===== src/hw/rtl/mdh_pkg.sv =====
`default_nettype none
// ----------------------------------------------------------------------------
// mdh_pkg: decode stage constants
// Opcodes, function codes, ALU control codes and control bit patterns used by
// the MIPS decode and load-use hazard stage.
// ----------------------------------------------------------------------------
package mdh_pkg;

    localparam int unsigned INSN_W = 32;
    localparam int unsigned DATA_W = 32;
    localparam int unsigned REG_W  = 5;
    localparam int unsigned IMM_W  = 16;
    localparam int unsigned ALU_W  = 3;
    localparam int unsigned CB_W   = 9;
    localparam int unsigned OFS_W  = 18;

    typedef logic [5:0]        opcode_t;
    typedef logic [5:0]        funct_t;
    typedef logic [ALU_W-1:0]  alu_ctl_t;
    typedef logic [CB_W-1:0]   ctl_bits_t;
    typedef logic [REG_W-1:0]  reg_idx_t;

    localparam opcode_t OP_RTYPE = 6'd0;
    localparam opcode_t OP_BEQ   = 6'd4;
    localparam opcode_t OP_ADDI  = 6'd8;
    localparam opcode_t OP_ORI   = 6'd13;
    localparam opcode_t OP_LW    = 6'd35;

    localparam funct_t FN_ADD = 6'd32;
    localparam funct_t FN_SUB = 6'd34;
    localparam funct_t FN_AND = 6'd36;
    localparam funct_t FN_OR  = 6'd37;

    localparam alu_ctl_t ALU_AND = 3'b000;
    localparam alu_ctl_t ALU_OR  = 3'b001;
    localparam alu_ctl_t ALU_ADD = 3'b010;
    localparam alu_ctl_t ALU_SUB = 3'b110;

    localparam ctl_bits_t CB_RTYPE = 9'b110000010;
    localparam ctl_bits_t CB_BEQ   = 9'b001010000;
    localparam ctl_bits_t CB_ADDI  = 9'b000100010;
    localparam ctl_bits_t CB_ORI   = 9'b011100010;
    localparam ctl_bits_t CB_LW    = 9'b000101011;

    localparam int unsigned CB_BRANCH_BIT = 4;

endpackage : mdh_pkg
`default_nettype wire


===== src/hw/rtl/mips_decode_hazard_stage_unit.sv =====
`default_nettype none
// ----------------------------------------------------------------------------
// mips_decode_hazard_stage_unit: MIPS decode stage with load-use detection
// Splits instruction fields, decodes controls, flags load-use stalls and
// resolves beq with its byte offset.
// ----------------------------------------------------------------------------
// One result per instruction, in the cycle after its transfer. Decode is a
// single pass of logic from the input ports and the three state registers
// (pending load destination, last ALU control, last control bits) into one
// output register; an instruction is taken every cycle as long as the output
// register is empty or being drained, so throughput is one instruction per
// clock. The state registers update at the input transfer, so each
// instruction sees the state left by the one before it. An all-zero word
// returns the state to reset and yields a bubble result.
module mips_decode_hazard_stage_unit (
    input  wire logic                               aclk,
    input  wire logic                               aresetn,
    input  wire logic                               s_valid,
    output logic                                    s_ready,
    input  wire logic [mdh_pkg::INSN_W-1:0]         s_instruction,
    input  wire logic signed [mdh_pkg::DATA_W-1:0]  s_rs_value,
    input  wire logic signed [mdh_pkg::DATA_W-1:0]  s_rt_value,
    output logic                                    m_valid,
    input  wire logic                               m_ready,
    output logic signed [mdh_pkg::DATA_W-1:0]       m_read_data_one,
    output logic signed [mdh_pkg::DATA_W-1:0]       m_read_data_two,
    output logic [mdh_pkg::REG_W-1:0]               m_source_reg,
    output logic [mdh_pkg::REG_W-1:0]               m_target_reg,
    output logic [mdh_pkg::REG_W-1:0]               m_dest_reg,
    output logic signed [mdh_pkg::IMM_W-1:0]        m_immediate,
    output logic [mdh_pkg::ALU_W-1:0]               m_alu_control,
    output logic [mdh_pkg::CB_W-1:0]                m_control_bits,
    output logic                                    m_stall_res,
    output logic                                    m_branch_taken,
    output logic signed [mdh_pkg::OFS_W-1:0]        m_branch_offset,
    output logic                                    m_bubble
);
    import mdh_pkg::*;

    // decode state
    reg_idx_t  pend_reg,   pend_next;
    alu_ctl_t  alu_reg,    alu_next;
    ctl_bits_t cb_reg,     cb_next;

    // output register
    logic                     m_valid_reg;
    logic signed [DATA_W-1:0] rd1_reg, rd1_next;
    logic signed [DATA_W-1:0] rd2_reg, rd2_next;
    reg_idx_t                 rs_reg, rs_next;
    reg_idx_t                 rt_reg, rt_next;
    reg_idx_t                 rd_reg, rd_next;
    logic signed [IMM_W-1:0]  imm_reg, imm_next;
    alu_ctl_t                 aluo_reg;
    ctl_bits_t                cbo_reg;
    logic                     stall_reg, stall_next;
    logic                     taken_reg, taken_next;
    logic signed [OFS_W-1:0]  ofs_reg, ofs_next;
    logic                     bubble_reg, bubble_next;

    logic     in_xfer;
    opcode_t  op;
    funct_t   fn;
    reg_idx_t f_rs;
    reg_idx_t f_rt;
    logic     pend_live;
    logic     hit_rs;
    logic     hit_rt;

    assign s_ready = !m_valid_reg || m_ready;
    assign in_xfer = s_valid && s_ready;

    assign op        = s_instruction[31:26];
    assign fn        = s_instruction[5:0];
    assign f_rs      = s_instruction[25:21];
    assign f_rt      = s_instruction[20:16];
    assign pend_live = (pend_reg != '0);
    assign hit_rs    = pend_live && (f_rs == pend_reg);
    assign hit_rt    = pend_live && (f_rt == pend_reg);

    always_comb begin
        pend_next   = pend_reg;
        alu_next    = alu_reg;
        cb_next     = cb_reg;
        stall_next  = 1'b0;
        imm_next    = s_instruction[IMM_W-1:0];
        rd1_next    = s_rs_value;
        rd2_next    = s_rt_value;
        rs_next     = f_rs;
        rt_next     = f_rt;
        rd_next     = s_instruction[15:11];
        bubble_next = 1'b0;
        if (s_instruction == '0) begin
            // clear the stage and drop any pending load
            pend_next   = '0;
            alu_next    = '0;
            cb_next     = '0;
            imm_next    = '0;
            rd1_next    = '0;
            rd2_next    = '0;
            rs_next     = '0;
            rt_next     = '0;
            rd_next     = '0;
            bubble_next = 1'b1;
        end else begin
            unique case (op)
                OP_RTYPE: begin
                    stall_next = hit_rs || hit_rt;
                    cb_next    = CB_RTYPE;
                    pend_next  = '0;
                    imm_next   = '0;
                    unique case (fn)
                        FN_ADD:  alu_next = ALU_ADD;
                        FN_SUB:  alu_next = ALU_SUB;
                        FN_AND:  alu_next = ALU_AND;
                        FN_OR:   alu_next = ALU_OR;
                        default: alu_next = alu_reg;
                    endcase
                end
                OP_BEQ: begin
                    stall_next = hit_rs || hit_rt;
                    alu_next   = ALU_SUB;
                    cb_next    = CB_BEQ;
                    pend_next  = '0;
                end
                OP_ADDI: begin
                    stall_next = hit_rs;
                    alu_next   = ALU_ADD;
                    cb_next    = CB_ADDI;
                    pend_next  = '0;
                end
                OP_ORI: begin
                    stall_next = hit_rs;
                    alu_next   = ALU_OR;
                    cb_next    = CB_ORI;
                    pend_next  = '0;
                end
                OP_LW: begin
                    stall_next = hit_rs;
                    alu_next   = ALU_ADD;
                    cb_next    = CB_LW;
                    pend_next  = f_rt;
                end
                default: begin
                    // unknown opcode: hold controls and pending load
                end
            endcase
        end
    end

    // the kept control bits still decide the branch on an unknown opcode
    assign taken_next = cb_next[CB_BRANCH_BIT] && (s_rs_value == s_rt_value);
    assign ofs_next   = taken_next ? {imm_next, 2'b00} : '0;

    always_ff @(posedge aclk) begin
        if (!aresetn) begin
            pend_reg    <= '0;
            alu_reg     <= '0;
            cb_reg      <= '0;
            m_valid_reg <= 1'b0;
        end else begin
            if (in_xfer) begin
                pend_reg    <= pend_next;
                alu_reg     <= alu_next;
                cb_reg      <= cb_next;
                m_valid_reg <= 1'b1;
            end else if (m_ready) begin
                m_valid_reg <= 1'b0;
            end
        end
    end

    always_ff @(posedge aclk) begin
        if (in_xfer) begin
            rd1_reg    <= rd1_next;
            rd2_reg    <= rd2_next;
            rs_reg     <= rs_next;
            rt_reg     <= rt_next;
            rd_reg     <= rd_next;
            imm_reg    <= imm_next;
            aluo_reg   <= alu_next;
            cbo_reg    <= cb_next;
            stall_reg  <= stall_next;
            taken_reg  <= taken_next;
            ofs_reg    <= ofs_next;
            bubble_reg <= bubble_next;
        end
    end

    assign m_valid         = m_valid_reg;
    assign m_read_data_one = rd1_reg;
    assign m_read_data_two = rd2_reg;
    assign m_source_reg    = rs_reg;
    assign m_target_reg    = rt_reg;
    assign m_dest_reg      = rd_reg;
    assign m_immediate     = imm_reg;
    assign m_alu_control   = aluo_reg;
    assign m_control_bits  = cbo_reg;
    assign m_stall_res     = stall_reg;
    assign m_branch_taken  = taken_reg;
    assign m_branch_offset = ofs_reg;
    assign m_bubble        = bubble_reg;

`ifndef ASSERT_OFF
    a_reset_clears_valid: assert property (@(posedge aclk)
        !aresetn |=> !m_valid)
        else $error("result valid after reset");

    a_stall_needs_pending: assert property (@(posedge aclk) disable iff (!aresetn)
        in_xfer && stall_next |-> pend_reg != '0)
        else $error("stall raised with no pending load");

    a_bubble_clears_state: assert property (@(posedge aclk) disable iff (!aresetn)
        in_xfer && bubble_next |=> pend_reg == '0 && alu_reg == '0 && cb_reg == '0)
        else $error("bubble left decode state set");

    a_taken_operands_equal: assert property (@(posedge aclk) disable iff (!aresetn)
        m_valid && m_branch_taken |->
            m_read_data_one == m_read_data_two && m_control_bits[CB_BRANCH_BIT])
        else $error("branch taken without equal operands");

    a_offset_only_when_taken: assert property (@(posedge aclk) disable iff (!aresetn)
        m_valid && !m_branch_taken |-> m_branch_offset == '0)
        else $error("branch offset set on untaken branch");
`endif

endmodule : mips_decode_hazard_stage_unit
`default_nettype wire

===== config.mk =====
export PLATFORM = sky130hd
export DESIGN_NAME = mips_decode_hazard_stage_unit
export DESIGN_NICKNAME = d
export VERILOG_FILES = /design/src/hw/rtl/mdh_pkg.sv /design/src/hw/rtl/mips_decode_hazard_stage_unit.sv
export SDC_FILE = /design/constraint.sdc
export NUM_CORES = 1
export LEC_CHECK = 0
export ABC_AREA = 0
export ABC_CLOCK_PERIOD_IN_PS = 15100
export BUFFER_PORTS_ARGS = -buffer_cell sky130_fd_sc_hd__buf_2
export CAP_MARGIN = 10
export CORE_MARGIN = 2
export CORE_UTILIZATION = 45
export DETAILED_ROUTE_END_ITERATION = 12
export MAX_ROUTING_LAYER = met4
export PLACE_DENSITY = 0.85
export SETUP_SLACK_MARGIN = 0.02
export SYNTH_ARGS = -nofsm -noshare
export SYNTH_HDL_FRONTEND = slang
export SYNTH_SLANG_ARGS = --single-unit

===== constraint.sdc =====
create_clock -name aclk -period 15.1 [get_ports aclk]
set_input_delay 4.53 -clock aclk [delete_from_list [all_inputs] [get_ports aclk]]
set_output_delay 4.53 -clock aclk [all_outputs]
set_load 0.02 [all_outputs]

# ---- Word-level counts from Yosys, hierarchy flattened
# Index checks and enable logic that the tools add are counted.
dict set report word_totals {
  ff_bits 146
  in_bits 100
  elab_cells 58
  output_inout_bits 130
}
dict set report op_classes {
  mux 13
  eq_ne 11
  reduce_logical 17
}
# cell n
set ops {}
lappend ops {{9-bit case mux with 5 select lines} 1}
lappend ops {{32-bit equality test} 1}
lappend ops {{32-bit zero test} 1}
lappend ops {{16-bit 2-to-1 mux} 2}
lappend ops {{6-bit equality test, second input constant} 5}
lappend ops {{3-bit case mux with 4 select lines} 2}
lappend ops {{6-bit by 4-bit equality test with 1-bit output, second input constant} 2}
lappend ops {{5-bit equality test} 2}
lappend ops {{5-bit case mux with 2 select lines} 1}
lappend ops {{9-bit 2-to-1 mux} 1}
lappend ops {{6-bit by 3-bit equality test with 1-bit output, second input constant} 1}
lappend ops {{6-bit zero test} 1}
lappend ops {{5-bit 2-to-1 mux} 1}
lappend ops {{5-bit nonzero test} 1}
lappend ops {{1-bit logical AND} 4}
lappend ops {{2-bit OR reduction} 2}
lappend ops {{4-bit OR reduction} 1}
lappend ops {{1-bit 2-to-1 mux} 3}
lappend ops {{3-bit 2-to-1 mux} 1}
lappend ops {{3-bit nonzero test} 1}
lappend ops {{3-bit OR reduction} 1}
lappend ops {{1-bit logical OR} 2}
lappend ops {{1-bit case mux with 2 select lines} 1}
lappend ops {{2-bit AND reduction} 1}
lappend ops {{other kinds (2)} 2}

# ---- Depth between registers and ports, before layout
dict set report logic_depth {
  depth_word 4
  depth_mapped 7
  depth_no_buf 5
}

# ---- Worst setup path before layout
# OpenSTA, ideal clock, no wires.
dict set report synth_path {
  kind {input -> output}
  from {input m_ready}
  to {output s_ready}
  slack_ps 5782
  t_required_ps 10570
  arrival_ps 4788
  stages 1
  n_path_buf 0
  cell_sequence {nand2b_1}
}
dict set report synth_via {
  elab_chain_len 1
}
# element line
set synth_lines {}
lappend synth_lines {{from (decl)} mips_decode_hazard_stage_unit.sv:24} ;# input wire logic m_ready,
lappend synth_lines {{1-bit logical OR} mips_decode_hazard_stage_unit.sv:69} ;# assign s_ready = !m_valid_reg || m_ready;
lappend synth_lines {{to (decl)} mips_decode_hazard_stage_unit.sv:19} ;# output logic s_ready,
# Every way passes these cells.

# ---- Worst setup path after layout
# Ends and elaborated chain as after synthesis.

==> results_dict.tcl <==
set metrics [dict create \
    status "finished, final reports clean" \
    async_reset_ff_share_pct 0 \
    regArea_um2 4140 \
    tritoncts "built" \
    synthDistinctLibCells 44 \
    syn_area_um2 6110 \
    initial_utilization_pct 46.1 \
    dp_cells 829 \
    hp-class "register to register" \
    setup_violations 0 \
    multiInputGateArea_um2 1810 \
    leakage_uw 0.00336 \
    worstPathCellList "buf_2 -> nand2b_1 -> buf_2" \
    path_class "input pin to output port" \
    cts_hold_buf 0 \
    maxCapViolCount 0 \
    dieArea_um2 14500 \
    slew_violations 0 \
    vdd_drop_max_mv 0.0560 \
    layout_commonest_cell "buf_2" \
    port_buffers 227 \
    drive_gt1_share_pct 38.9 \
    ys_warn_count 0 \
    ys.flop_type "edfxtp_1" \
    ctsResizeCount 0 \
    nFillCells 1074 \
    grt_max_degree 81 \
    clock_sinks 144 \
    slew_headroom_pct 33.8 \
    routed-wl-met2_um 7750 \
    fin_crit_sh_pct 63.2 \
    die_y_um 121 \
    grt_pass1_wl_um 22600 \
    worst_slew_pin_slew_ns 0.993 \
    ys_ff_latch 144 \
    antenna_found_initial 2 \
    reg2reg_depth 4 \
    drcViolationCount 0 \
    detailed_place_hpwl_um 10900 \
    ant_nets 0 \
    clk_pin_slew_worst_paths_ns 0.05 \
    fin_cells 861 \
    syn_to_final_growth_pct 29.7 \
    worst-endpoint-required_ns 10.57 \
    cts_htree_levels 4 \
    worstPathMaxFanout 5 \
    synth_cells 456 \
    cts_buffer_depth 2 \
    grt.total_usage_pct 21.0 \
    met1Wirelength_um 5700 \
    power_density_nw_per_um2 123 \
    timing.final.ws_setup_ns 5.56 \
    rows 42 \
    first_iter_violations 498 \
    grt_pass1_vias 4421 \
    hold_violations 0 \
    yosysSeqAreaShare_pct 67.8 \
    critPathLaunchType "input pin" \
    timing.critical_path.mode_cell "buf_2" \
    post-cts-setup-buffers 0 \
    post-place-ws_ns 5.59 \
    finalSetupTns_ns 0 \
    slowest_delay_ns 0.19 \
    synth-edff-count 126 \
    rsz0062_at_grt "false" \
    final_cell_mix "buf_2 (227), edfxtp_1 (126), nor2b_1 (65)" \
    routed.top_layer "met4" \
    max_freq_ghz 0.105 \
    core_um2 13200 \
    finClkSkew_ns 0.00463 \
    dr_wl_met3_um 1140 \
    grt_overflow_total 0 \
    power.total_uw 974 \
    cp_slowest_cell "nand2b_1" \
    viasPerCell 5.09 \
    holdPathStages 2 \
    root_buffer "clkbuf_16" \
    post_drt_wl_per_cell_um 17.3 \
    end_kind "output port" \
    fin_util_pct 59.8 \
    arrival_ns 5.01 \
    ioPinCount 230 \
    period_minus_slack_ns 9.54 \
    finalNetCount 772 \
    cts_buffers 17 \
    num_vias 4385 \
    drt_pass1_iterations 4 \
    syn_area_per_cell_um2 13.4 \
    die_x_um 121 \
    gp_congestion 0.851 \
    clk_latency_ns 0.42 \
    wirelength_um 14900 \
]
-- cell families after synthesis --
family,synth area share (%)
AOI/OAI and AO/OA,5.84
xor gates and xnor gates,6.16
buffers and inverters,2.64
DFF,67.8
muxes,0.184
other,0.0614
and+or+nand+nor,17.3
-- critical path, delay by kind of cell --
kind                   cells  cell delay, ns
buffers and inverters      2            0.28
AND/OR/NAND/NOR            1            0.19
-- per-layer routing --
| metal | GRT usage, % | up-vias |
|---|---|---|
| met1 | 24.0 | 2088 |
| met5 | - | - |
| met3 | 5.19 | 34 |
| met2 | 36.2 | 210 |
| met4 | 7.12 | 0 |
| li1 | - | 2053 |
-- cell usage after synthesis, types with 5 or more instances --
library cell    n  share of area, %
nor2b_1        65               6.7
dfxtp_1        18               5.9
nand2_1        23               1.4
o21a_1          8              0.98
xor2_1         39               5.6
o21ai_0         7              0.57
clkbuf_1       22               1.4
and3_1         11               1.1
nor2_1          6              0.37
nor4_1         17               1.7
a21oi_1        15               1.2
buf_2           9              0.74
a21boi_0        6              0.74
edfxtp_1      126                62
and2_1         33               3.4
nand4_1         5              0.51
-- through the flow --
stage / hold WS [ns] / cell area, um2
floorplan: 0.405 / 6110
global placement: 0.418 / 7350
detailed placement: 0.431 / 7350
CTS: 0.439 / 7920
global route: 0.457 / 7920
finish: 0.432 / 7920
-- worst paths after layout --
kind | slack (ns) | end | startpoint
setup reg to reg | 12.58 | m_source_reg[2]$_SDFFCE_PN0P_ | m_valid$_SDFFE_PN0P_
setup / recovery | 5.56 | s_ready | m_ready
hold reg to reg | 0.43 | cb_reg[2]$_SDFFE_PN0P_ | cb_reg[2]$_SDFFE_PN0P_
hold / removal | 0.43 | cb_reg[2]$_SDFFE_PN0P_ | cb_reg[2]$_SDFFE_PN0P_
-- cell type report --
class | instances | share of cell area [%]
sequential | 144 | 52.3
tap | 176 | 2.78
antenna | 2 | 0.0632
inverter | 5 | 0.268
timing repair buffer | 229 | 14.5
clock inverter | 13 | 1.86
clock buffer | 17 | 5.37
multi-input combinational | 275 | 22.8
-- report_power, final --
part	internal (uW)	leakage, uW	switching (uW)
Clock	255	0.000281	156
Combinational	34.9	0.00170	65.7
Sequential	457	0.00138	5.30
Power figures use the tool's default switching activity.
